`config.mk`:
```
export PLATFORM = sky130hd
export DESIGN_NAME = checksum_frame_transmitter_flat
export DESIGN_NICKNAME = d
export VERILOG_FILES = /design/src/hdl/cft_pkg.sv /design/src/hdl/cft_ifs.sv /design/src/hdl/cft_emitter.sv /design/src/hdl/checksum_frame_transmitter.sv /design/src/flat_wrapper.sv
export SDC_FILE = /design/constraint.sdc
export NUM_CORES = 1
export LEC_CHECK = 0
export BUFFER_PORTS_ARGS = -buffer_cell sky130_fd_sc_hd__buf_4
export CAP_MARGIN = 20
export CORE_MARGIN = 2
export CORE_UTILIZATION = 50
export CTS_CLUSTER_DIAMETER = 60
export DETAILED_ROUTE_END_ITERATION = 6
export MAX_ROUTING_LAYER = met4
export PLACE_DENSITY = 0.71
export SLEW_MARGIN = 25
export SYNTH_ARGS = -nofsm -noshare
export SYNTH_HDL_FRONTEND = slang
export SYNTH_SLANG_ARGS = --single-unit
```
`constraint.sdc`:
```
create_clock -name clk_i -period 6.65 [get_ports clk_i]
set_input_delay 0.3325 -clock clk_i [delete_from_list [all_inputs] [get_ports clk_i]]
set_output_delay 0.3325 -clock clk_i [all_outputs]
set_load 0.05 [all_outputs]
```
`src/hdl/cft_pkg.sv`:
```
`timescale 1ns / 1ps
// ----------------------------------------------------------------------------
// Checksum frame transmitter package
// Shared widths, register indexes, the byte phase type and the request type
// passed from the front end to the byte emitter.
// ----------------------------------------------------------------------------
package cft_pkg;

  localparam int unsigned BYTE_W      = 8;
  localparam int unsigned SIZE_W      = 16;
  localparam int unsigned CFG_IDX_W   = 8;
  localparam int unsigned CFG_DATA_W  = 8;

  localparam logic [BYTE_W-1:0] HEADER_OVERHEAD = 8'd4;

  localparam logic [CFG_IDX_W-1:0] REG_FRAME_ID       = 8'd0;
  localparam logic [CFG_IDX_W-1:0] REG_PAYLOAD_LENGTH = 8'd1;

  localparam logic [BYTE_W-1:0] FRAME_ID_RST       = 8'd0;
  localparam logic [BYTE_W-1:0] PAYLOAD_LENGTH_RST = 8'd1;

  typedef enum logic [2:0] {
    PH_ID,
    PH_SIZE_LO,
    PH_SIZE_HI,
    PH_DATA,
    PH_CSUM
  } phase_e;

  typedef struct packed {
    logic [BYTE_W-1:0] data;
    logic              hdr;
    logic              last;
  } item_t;

endpackage

```
`src/hdl/cft_ifs.sv`:
```
`timescale 1ns / 1ps
// ----------------------------------------------------------------------------
// Checksum frame transmitter channels
// Payload input, byte output and configuration write channels.
// ----------------------------------------------------------------------------
interface cft_in_if;
  import cft_pkg::*;
  logic              valid;
  logic              ready;
  logic [BYTE_W-1:0] data_byte;
  modport source (output valid, output data_byte, input ready);
  modport sink   (input valid, input data_byte, output ready);
endinterface

interface cft_out_if;
  import cft_pkg::*;
  logic              valid;
  logic              ready;
  logic [BYTE_W-1:0] tx_byte;
  logic              end_of_frame;
  modport source (output valid, output tx_byte, output end_of_frame, input ready);
  modport sink   (input valid, input tx_byte, input end_of_frame, output ready);
endinterface

interface cft_cfg_if;
  import cft_pkg::*;
  logic                  valid;
  logic                  ready;
  logic [CFG_IDX_W-1:0]  index;
  logic [CFG_DATA_W-1:0] wdata;
  modport source (output valid, output index, output wdata, input ready);
  modport sink   (input valid, input index, input wdata, output ready);
endinterface

```
`src/hdl/cft_emitter.sv`:
```
`timescale 1ns / 1ps
// ----------------------------------------------------------------------------
// Checksum frame transmitter byte emitter
// Holds one request and walks it through its header, data and checksum
// bytes into the output register, keeping the running frame sum.
// ----------------------------------------------------------------------------
module cft_emitter (
  input  logic                          clk_i,
  input  logic                          rst_ni,
  input  logic                          req_valid_i,
  output logic                          req_ready_o,
  input  cft_pkg::item_t                req_i,
  input  logic [cft_pkg::BYTE_W-1:0]    frame_id_i,
  input  logic [cft_pkg::SIZE_W-1:0]    frame_size_i,
  cft_out_if.source                     out_o
);
  import cft_pkg::*;

  logic              item_valid_q, item_valid_d;
  item_t             item_q, item_d;
  phase_e            phase_q, phase_d;
  logic              out_valid_q, out_valid_d;
  logic [BYTE_W-1:0] tx_q, tx_d;
  logic              eof_q, eof_d;
  logic [BYTE_W-1:0] sum_q, sum_d;
  logic              load;
  logic              item_done;
  logic [BYTE_W-1:0] cur_byte;

  assign load = item_valid_q && (!out_valid_q || out_o.ready);

  always_comb begin
    case (phase_q)
      PH_ID:      cur_byte = frame_id_i;
      PH_SIZE_LO: cur_byte = frame_size_i[BYTE_W-1:0];
      PH_SIZE_HI: cur_byte = frame_size_i[SIZE_W-1:BYTE_W];
      PH_DATA:    cur_byte = item_q.data;
      PH_CSUM:    cur_byte = sum_q;
      default:    cur_byte = item_q.data;
    endcase
  end

  assign item_done = load && ((phase_q == PH_DATA && !item_q.last) || phase_q == PH_CSUM);
  assign req_ready_o = !item_valid_q || item_done;

  always_comb begin
    item_valid_d = item_valid_q;
    item_d       = item_q;
    phase_d      = phase_q;
    out_valid_d  = out_valid_q;
    tx_d         = tx_q;
    eof_d        = eof_q;
    sum_d        = sum_q;

    if (load) begin
      out_valid_d = 1'b1;
      tx_d        = cur_byte;
      eof_d       = (phase_q == PH_CSUM);
      case (phase_q)
        PH_ID:      sum_d = cur_byte;
        PH_CSUM:    sum_d = '0;
        default:    sum_d = sum_q + cur_byte;
      endcase
      case (phase_q)
        PH_ID:      phase_d = PH_SIZE_LO;
        PH_SIZE_LO: phase_d = PH_SIZE_HI;
        PH_SIZE_HI: phase_d = PH_DATA;
        PH_DATA:    phase_d = item_q.last ? PH_CSUM : PH_DATA;
        default:    phase_d = PH_DATA;
      endcase
    end else if (out_o.ready) begin
      out_valid_d = 1'b0;
    end

    if (item_done) begin
      item_valid_d = 1'b0;
    end

    if (req_valid_i && req_ready_o) begin
      item_valid_d = 1'b1;
      item_d       = req_i;
      phase_d      = req_i.hdr ? PH_ID : PH_DATA;
    end
  end

  always_ff @(posedge clk_i or negedge rst_ni) begin
    if (!rst_ni) begin
      item_valid_q <= 1'b0;
      phase_q      <= PH_DATA;
      out_valid_q  <= 1'b0;
      sum_q        <= '0;
    end else begin
      item_valid_q <= item_valid_d;
      phase_q      <= phase_d;
      out_valid_q  <= out_valid_d;
      sum_q        <= sum_d;
    end
  end

  always_ff @(posedge clk_i) begin
    item_q <= item_d;
    tx_q   <= tx_d;
    eof_q  <= eof_d;
  end

  assign out_o.valid        = out_valid_q;
  assign out_o.tx_byte      = tx_q;
  assign out_o.end_of_frame = eof_q;

  a_csum_only_last: assert property (@(posedge clk_i) disable iff (!rst_ni)
    item_valid_q && phase_q == PH_CSUM |-> item_q.last)
    else $error("checksum phase on a request that does not close the frame");

  a_hdr_only_first: assert property (@(posedge clk_i) disable iff (!rst_ni)
    item_valid_q && (phase_q == PH_ID || phase_q == PH_SIZE_LO || phase_q == PH_SIZE_HI)
    |-> item_q.hdr)
    else $error("header phase on a request that does not open a frame");

  a_ready_when_empty: assert property (@(posedge clk_i) disable iff (!rst_ni)
    !item_valid_q |-> req_ready_o)
    else $error("request refused while the emitter is empty");

  a_sum_cleared: assert property (@(posedge clk_i) disable iff (!rst_ni)
    load && phase_q == PH_CSUM |=> sum_q == '0 && out_valid_q && eof_q)
    else $error("frame sum not cleared after the checksum byte");

endmodule

```
`src/hdl/checksum_frame_transmitter.sv`:
```
`timescale 1ns / 1ps
// ----------------------------------------------------------------------------
// Checksum frame transmitter
// Frames payload bytes with an ID byte, a 16-bit size and an additive
// checksum, sending one byte per cycle on the output channel while the
// receiver is ready. An accepted payload byte passes through the emitter's
// request register and then its output byte register, behind the frame header
// when it opens a frame. Throughput: one payload byte per cycle while the
// receiver is ready; the input is held while the header and checksum go out.
// Reset clears the frame position and sum and loads the register defaults.
// ----------------------------------------------------------------------------
module checksum_frame_transmitter (
  input  logic       clk_i,
  input  logic       rst_ni,
  cft_in_if.sink     in_i,
  cft_out_if.source  out_o,
  cft_cfg_if.sink    cfg_i
);
  import cft_pkg::*;

  logic [BYTE_W-1:0] frame_id_q;
  logic [BYTE_W-1:0] payload_length_q;
  logic [BYTE_W-1:0] count_q, count_d;
  logic [BYTE_W-1:0] len_eff;
  logic [BYTE_W:0]   done;
  logic [SIZE_W-1:0] frame_size;
  logic              in_accept;
  item_t             req;

  assign cfg_i.ready = 1'b1;

  always_ff @(posedge clk_i or negedge rst_ni) begin
    if (!rst_ni) begin
      frame_id_q       <= FRAME_ID_RST;
      payload_length_q <= PAYLOAD_LENGTH_RST;
    end else if (cfg_i.valid) begin
      case (cfg_i.index)
        REG_FRAME_ID:       frame_id_q       <= cfg_i.wdata;
        REG_PAYLOAD_LENGTH: payload_length_q <= cfg_i.wdata;
        default:            ;
      endcase
    end
  end

  // A programmed length of zero behaves as a length of one.
  assign len_eff    = (payload_length_q == '0) ? BYTE_W'(1) : payload_length_q;
  assign frame_size = SIZE_W'(len_eff) + SIZE_W'(HEADER_OVERHEAD);
  assign done       = {1'b0, count_q} + (BYTE_W+1)'(1);

  assign req.data = in_i.data_byte;
  assign req.hdr  = (count_q == '0);
  assign req.last = (done >= {1'b0, len_eff});

  assign in_accept = in_i.valid && in_i.ready;
  assign count_d   = req.last ? '0 : done[BYTE_W-1:0];

  always_ff @(posedge clk_i or negedge rst_ni) begin
    if (!rst_ni) begin
      count_q <= '0;
    end else if (in_accept) begin
      count_q <= count_d;
    end
  end

  cft_emitter u_emitter (
    .clk_i        (clk_i),
    .rst_ni       (rst_ni),
    .req_valid_i  (in_i.valid),
    .req_ready_o  (in_i.ready),
    .req_i        (req),
    .frame_id_i   (frame_id_q),
    .frame_size_i (frame_size),
    .out_o        (out_o)
  );

endmodule

```
`src/flat_wrapper.sv`:
```
// flat-port wrapper written by rule: the top's interface ports become plain ports
module checksum_frame_transmitter_flat import cft_pkg::*;
  (clk_i, rst_ni, in_i_valid, in_i_data_byte, in_i_ready, out_o_valid, out_o_tx_byte, out_o_end_of_frame, out_o_ready, cfg_i_valid, cfg_i_index, cfg_i_wdata, cfg_i_ready);
  cft_in_if in_i_i ();
  cft_out_if out_o_i ();
  cft_cfg_if cfg_i_i ();
  input  logic clk_i;
  input  logic rst_ni;
  input wire logic [$bits(in_i_i.valid)-1:0] in_i_valid;
  input wire logic [$bits(in_i_i.data_byte)-1:0] in_i_data_byte;
  output wire logic [$bits(in_i_i.ready)-1:0] in_i_ready;
  output wire logic [$bits(out_o_i.valid)-1:0] out_o_valid;
  output wire logic [$bits(out_o_i.tx_byte)-1:0] out_o_tx_byte;
  output wire logic [$bits(out_o_i.end_of_frame)-1:0] out_o_end_of_frame;
  input wire logic [$bits(out_o_i.ready)-1:0] out_o_ready;
  input wire logic [$bits(cfg_i_i.valid)-1:0] cfg_i_valid;
  input wire logic [$bits(cfg_i_i.index)-1:0] cfg_i_index;
  input wire logic [$bits(cfg_i_i.wdata)-1:0] cfg_i_wdata;
  output wire logic [$bits(cfg_i_i.ready)-1:0] cfg_i_ready;
  assign in_i_i.valid = in_i_valid;
  assign in_i_i.data_byte = in_i_data_byte;
  assign in_i_ready = in_i_i.ready;
  assign out_o_valid = out_o_i.valid;
  assign out_o_tx_byte = out_o_i.tx_byte;
  assign out_o_end_of_frame = out_o_i.end_of_frame;
  assign out_o_i.ready = out_o_ready;
  assign cfg_i_i.valid = cfg_i_valid;
  assign cfg_i_i.index = cfg_i_index;
  assign cfg_i_i.wdata = cfg_i_wdata;
  assign cfg_i_ready = cfg_i_i.ready;
  checksum_frame_transmitter u_core (.clk_i(clk_i), .rst_ni(rst_ni), .in_i(in_i_i), .out_o(out_o_i), .cfg_i(cfg_i_i));
endmodule
```
* Yosys cells after proc, flatten, opt, wreduce, memory -nomap -nowiden
Index checks and enable logic that the tools add are counted. Widths: inputs -> output; s select.
Word-level totals: register bits after elaboration 55, latch bits 0, RAM bits 0, memory bits (read-only) 0, logic and storage cells 52, memories kept 0
Operators by class: $add $sub $neg 3, multiply operators 0, divide/modulo/power cells 0, order comparisons 1, equality and inequality tests 5, shifts and indexed selects 0, multiplexer cells 13, bitwise operators 0, reductions and logical operators 19
Operator list (number):
- $pmux 8 s4 | 1
- $logic_not 8->1 | 3
- $mux 8 | 2
- $pmux 8 s2 | 1
- $add 8x1->9 const B | 1
- $add 8x3->9 const B | 1
- $ge 9x8->1 | 1
- $mux 3 | 3
- $pmux 3 s3 | 1
- $add 8x8->8 | 1
- $eq 8x1->1 const B | 1
- $eq 3x2->1 const B | 2
- $reduce_bool 2->1 | 3
- $logic_and 1x1->1 | 4
- $mux 1 | 4
- $reduce_and 2->1 | 2
- $eq 3x1->1 const B | 1
- $eq 3x3->1 const B | 1
- $logic_not 1->1 | 3
- $logic_not 3->1 | 1
- $logic_or 1x1->1 | 3
- $mux 2 | 1

* Depth between registers and ports, before layout
depth after elaboration 7, gate-level depth with buffers 16

* By module
A second synthesis with hierarchy kept.
Unflattened totals: cells, all modules 344, area total of the unflattened synthesis 3437.0 µm²
Modules (own cells, without submodules):
- cft_emitter | times used 1, cells each 198, area an instance 1895.6 µm², seq. area each 868.3 µm²
- checksum_frame_transmitter | times used 1, cells each 146, area an instance 1541.5 µm², seq. area each 601.8 µm²

* Worst setup path before layout
OpenSTA, ideal clock, no wires.
kind reg-to-reg, start register u_core.payload_length_q[4], end register u_core.u_emitter.sum_q[7], data arrival time 2.577 ns, data required time 6.524 ns, setup slack 3.947 ns, cell stages (with the launch flop) 14, clock period less this slack 2.703 ns, path through dfrtp_1 -> nor4_1 -> nand3_1 -> o21ai_0 -> o22ai_1 -> a211oi_1 -> ha_1 -> nand3_1 -> o22ai_1 -> nor3_1 -> o21bai_1 -> xor2_1 -> mux2i_1 -> a221o_1
On the way: word-level cells in the longest chain between the ends 6
RTL lines:
- start: declaration | line checksum_frame_transmitter.sv:22 | logic [BYTE_W-1:0] payload_length_q;
- start signal: assignment | line checksum_frame_transmitter.sv:39 | REG_PAYLOAD_LENGTH: payload_length_q <= cfg_i.wdata;
- $logic_not 8->1 | line checksum_frame_transmitter.sv:46 | assign len_eff = (payload_length_q == '0) ? BYTE_W'(1) : payload_length_q;
- $mux 8 | line checksum_frame_transmitter.sv:46
- $add 8x3->9 | line checksum_frame_transmitter.sv:47 | assign frame_size = SIZE_W'(len_eff) + SIZE_W'(HEADER_OVERHEAD);
- $pmux 8 s4 | line cft_emitter.sv:33 | case (phase_q)
- named net u_core.u_emitter.cur_byte[2] | line cft_emitter.sv:28 | logic [BYTE_W-1:0] cur_byte;
- $add 8x8->8 | line cft_emitter.sv:62 | default: sum_d = sum_q + cur_byte;
- $pmux 8 s2 | line cft_emitter.sv:59 | case (phase_q)
- end signal: assignment | line cft_emitter.sv:96 | sum_q <= sum_d;
- end: declaration | line cft_emitter.sv:25 | logic [BYTE_W-1:0] sum_q, sum_d;
The timed path passes the listed nets, and every way through them passes these cells. A chain may end at the register's enable or synchronous reset.

* Worst setup path in the final report
start register u_core.u_emitter.phase_q[2], end register u_core.u_emitter.sum_q[7]
On the way: word-level cells in the longest chain between the ends 4, elaborated cells between the ends (all ways) 7
RTL lines:
- start: declaration | line cft_emitter.sv:21 | phase_e phase_q, phase_d;
- start signal: assignment | line cft_emitter.sv:94 | phase_q <= phase_d;
- $eq 3x3->1, or another cell as far along | line cft_emitter.sv:33
- $pmux 8 s4 (*) | line cft_emitter.sv:33
- named net u_core.u_emitter.cur_byte[1] | line cft_emitter.sv:28
- $add 8x8->8 (*) | line cft_emitter.sv:62
- $pmux 8 s2 (*) | line cft_emitter.sv:59
The timed path passes the listed nets; every way through them passes the cells marked *.

==> impl_results.md <==
- Result of the run: finished clean
- Setup repair after global routing missed its margin: no
- CP required: 6.86 ns
- Number of antenna violations at the first check in global routing: 0
- Final setup skew: 0.00871 ns
- Share of final-layout standard cells stronger than drive strength 1: 20.9%
- Cell count of the worst reg-to-reg path: 12
- Share of flip-flops with an asynchronous set or reset after synthesis: 67.3%
- Number of hold violations in the final report: 0
- Leading cell types in the layout, fill and taps excluded: sky130_fd_sc_hd__buf_4, sky130_fd_sc_hd__dfrtp_1, sky130_fd_sc_hd__nand2_1, sky130_fd_sc_hd__a21oi_1, sky130_fd_sc_hd__nor2_1
- Element type at the critical path end: flip-flop
- Antenna-violating nets left: 0
- Slack of the worst reg-to-reg path: between 3 and 4 ns
- CTS tree: yes
- Yosys warning total: 0
- Reg-to-reg startpoint: u_core.u_emitter.phase_q[2]
- Initial detailed-routing violation count: 199
- Startpoint type of the worst setup path: flip-flop
- Commonest non-fill, non-tap cell in the layout: sky130_fd_sc_hd__buf_4
- DIE HEIGHT: 83.3 um
- End of the critical path: u_core.u_emitter.sum_q[7]
- Area growth from synthesis to layout: 13.6%
- Post-synthesis net count: 359
- DPL Wire Length: 5090 um
- Worst relative slew slack: 53.7%
- Setup violations, final: 0
- Ports: 41
- Global-route wire length before repair: 11,500 um
- Global route overflow: 0
- Via count of the first global-routing pass: 2,460
- Routed wire length: 6660 um
- Area of the multi-input gates: between 0.0015 and 0.002 sq mm
- Number of setup buffers added after CTS: 0
- Number of max-slew violations in the final report: 0
- Cell area after synthesis: 0.00315 sq mm
- Power per cell area: about 410 mW/mm^2
- Mean Syn Cell Area: 10.2 sq um
- Number of cells traversed by the worst hold path: 1
- Worst supply voltage drop on vdd: approximately 0.00025 V
- Clock period minus final worst setup slack: around 3.3 ns
- Maximum clock rate: ~310 MHz
- Detailed-route DRC error count: 0
- Tightest Pin Transition: 0.693 ns
- Average routed wire per standard cell: 15.9 um
- Sequential area share after synthesis: about 47%
- Cell Rows: 28
- Terminus of the critical flop-to-flop path: u_core.u_emitter.sum_q[7]
- Count of fill cells added during filler insertion: 489
- Source-to-sink clock delay at the later pin of the worst-skew pair: 0.32 ns
- Htree depth: 2
- Number of input and output port buffers inserted: 39
- Die Outline Area: about 0.0069 sq mm
- Crit Path Max Fanout: 14
- Static leakage power: 1.58 nW
- Reg clk slew, reported paths: roughly 0.10 ns
- Die Width: 83.3 um
- Crit share post-route: 49.1%
- Pin count of the biggest net entering global routing: 38
- Vias per inst: around 5.7
- Crit. Startpoint: u_core.u_emitter.phase_q[2]
- Synth cell types: 54
- Post-layout nets: 394
- Total of cells resized after clock tree synthesis: 0
- TritonCTS buffer count: 5
- Worst Path Class, Setup: flip-flop to flip-flop
- Max capacitance violation total: 0
- Maximum buffer depth of the clock tree: 2
- Setup total negative slack: 0 ns
- Antenna fix cells: 0
- Total routing resource utilization after global routing: 21.1%
- Number of iterations in the first detailed-routing pass: 4
- Number of sinks handled by clock tree synthesis: 55
- Critical path data arrival time: 3.48 ns
- Most common flop cell mapped by yosys: sky130_fd_sc_hd__dfrtp_1
- Final RePlAce weighted congestion: 0.962
- Total via count in the routed design: 2,393
- Core Region: ~0.006 sq mm
- EDFF count, synth: 18
- Footprint of the flip-flops and latches: around 0.0015 sq mm
- Hold Path Class: input pin to flip-flop
- Register bit count reported by yosys: 55
- Syn Inst Count: 309
- Root cell of the clock tree: sky130_fd_sc_hd__clkbuf_8
- Post-layout total power: 1.46 mW
- Starting utilization of the core area: between 50% and 60%
-- report_power, final --
group          switching [mW]  internal (mW)
combinational           0.462          0.285
sequential             0.0780          0.448
clock                   0.113         0.0759
-- layout make-up --
type                       instances  area share [%]
clock buffer                       6            2.03
multi-input combinational        225            43.5
inverter                          17            1.79
timing repair buffer              40            8.47
sequential                        55            41.1
clock inverter                     2           0.455
tap                               75            2.63
-- worst max-delay path: stages, from the launching register on --
cell,delay [ns]
sky130_fd_sc_hd__dfrtp_1,0.61
sky130_fd_sc_hd__inv_1,0.32
sky130_fd_sc_hd__nand2_1,0.21
sky130_fd_sc_hd__a21oi_1,0.06
sky130_fd_sc_hd__a211oi_1,0.48
sky130_fd_sc_hd__ha_1,0.34
sky130_fd_sc_hd__a21oi_1,0.21
sky130_fd_sc_hd__o22ai_1,0.16
sky130_fd_sc_hd__nor3_1,0.16
sky130_fd_sc_hd__o21bai_1,0.09
sky130_fd_sc_hd__xor2_1,0.15
sky130_fd_sc_hd__mux2i_1,0.13
sky130_fd_sc_hd__a221o_1,0.26
-- worst min-delay path by stage --
| stage | endpoint | slack [ns] | startpoint |
|---|---|---|---|
| 2_1_floorplan | u_core.count_q[0] | 0.04 | rst_ni |
| 3_3_place_gp | u_core.count_q[4] | 0.33 | rst_ni |
| 3_5_place_dp | u_core.count_q[4] | 0.33 | rst_ni |
| 4_1_cts | u_core.u_emitter.item_q[9] | 0.18 | in_i_data_byte[7] |
| 5_1_grt | u_core.u_emitter.item_q[8] | 0.17 | in_i_data_byte[6] |
| 6_report | u_core.u_emitter.item_q[9] | 0.18 | in_i_data_byte[7] |
-- sequential cells by signal, indices dropped and copies added (netlist names) --
| signal | count |
|---|---|
| u_core.u_emitter.item_q | 9 |
| u_core.count_q | 8 |
| u_core.frame_id_q | 8 |
| u_core.payload_length_q | 8 |
| u_core.u_emitter.out_o.tx_byte | 8 |
| u_core.u_emitter.sum_q | 8 |
| u_core.u_emitter.phase_q | 3 |
| u_core.u_emitter.item_valid_q | 1 |
| u_core.u_emitter.out_o.end_of_frame | 1 |
| u_core.u_emitter.out_o.valid | 1 |
-- what timing repair did --
| item | in CTS | in global routing |
|---|---|---|
| hold buffers | 1 | 0 |
| setup endpoints to repair | 0 | 0 |
| hold endpoints to repair | 34 | 0 |
-- logic make-up after synthesis --
group                    after synthesis  synth area share [%]
AND/OR/NAND/NOR                       89                  13.8
buffers and inverters                 29                  3.90
flip-flops                            55                  46.7
AO/OA/AOI/OAI                         79                  15.7
adder cells (fa/ha/maj)               21                  8.59
multiplexers                          19                  6.68
other                                  1                 0.119
XOR/XNOR                              16                  4.45
-- per-stage QoR --
stage | cells | hold slack [ns] | utilization (%) | setup slack, ns | instance area, sq um
floorplan | 309 | 0.0369 | - | 3.95 | 3150
global placement | 411 | 0.332 | 58.0 | 3.57 | 3470
detailed placement | 411 | 0.330 | 58.0 | 3.44 | 3470
CTS | 420 | 0.175 | 59.6 | 3.43 | 3570
global route | 420 | 0.173 | 59.6 | 3.06 | 3570
finish | 420 | 0.182 | 59.6 | 3.39 | 3570
-- synth_stat cells (all sizes together) (2+ instances only) --
cell / n / area share, %
dfrtp: 34 / 27
nand2: 28 / 3.6
o21ai: 25 / 4.5
a21oi: 23 / 3.7
nor2: 21 / 2.5
ha: 20 / 8.0
edfxtp: 18 / 17
inv: 17 / 2.0
mux2: 16 / 5.7
nand3: 11 / 1.7
xnor2: 9 / 2.5
nand2b: 7 / 1.4
xor2: 7 / 1.9
buf: 6 / 1.2
clkbuf: 6 / 0.72
o22ai: 6 / 1.2
a21o: 5 / 1.2
nor3: 4 / 0.80
a211oi: 3 / 0.72
a31oi: 3 / 0.60
and3: 3 / 0.60
dfstp: 3 / 2.5
mux2i: 3 / 0.95
nor2b: 3 / 0.60
or3: 3 / 0.60
nand3b: 2 / 0.48
nor4: 2 / 0.40
o21bai: 2 / 0.48
o221ai: 2 / 0.56
o2bb2ai: 2 / 0.56
-- routing by layer --
metal  part of all wire, %  track usage (%)
met3                   4.6             3.68
met4                   2.1             7.45
met5                     0                -
met1                    45             26.9
met2                    48             34.2
Note: power is estimated with default switching activity, not from simulation.
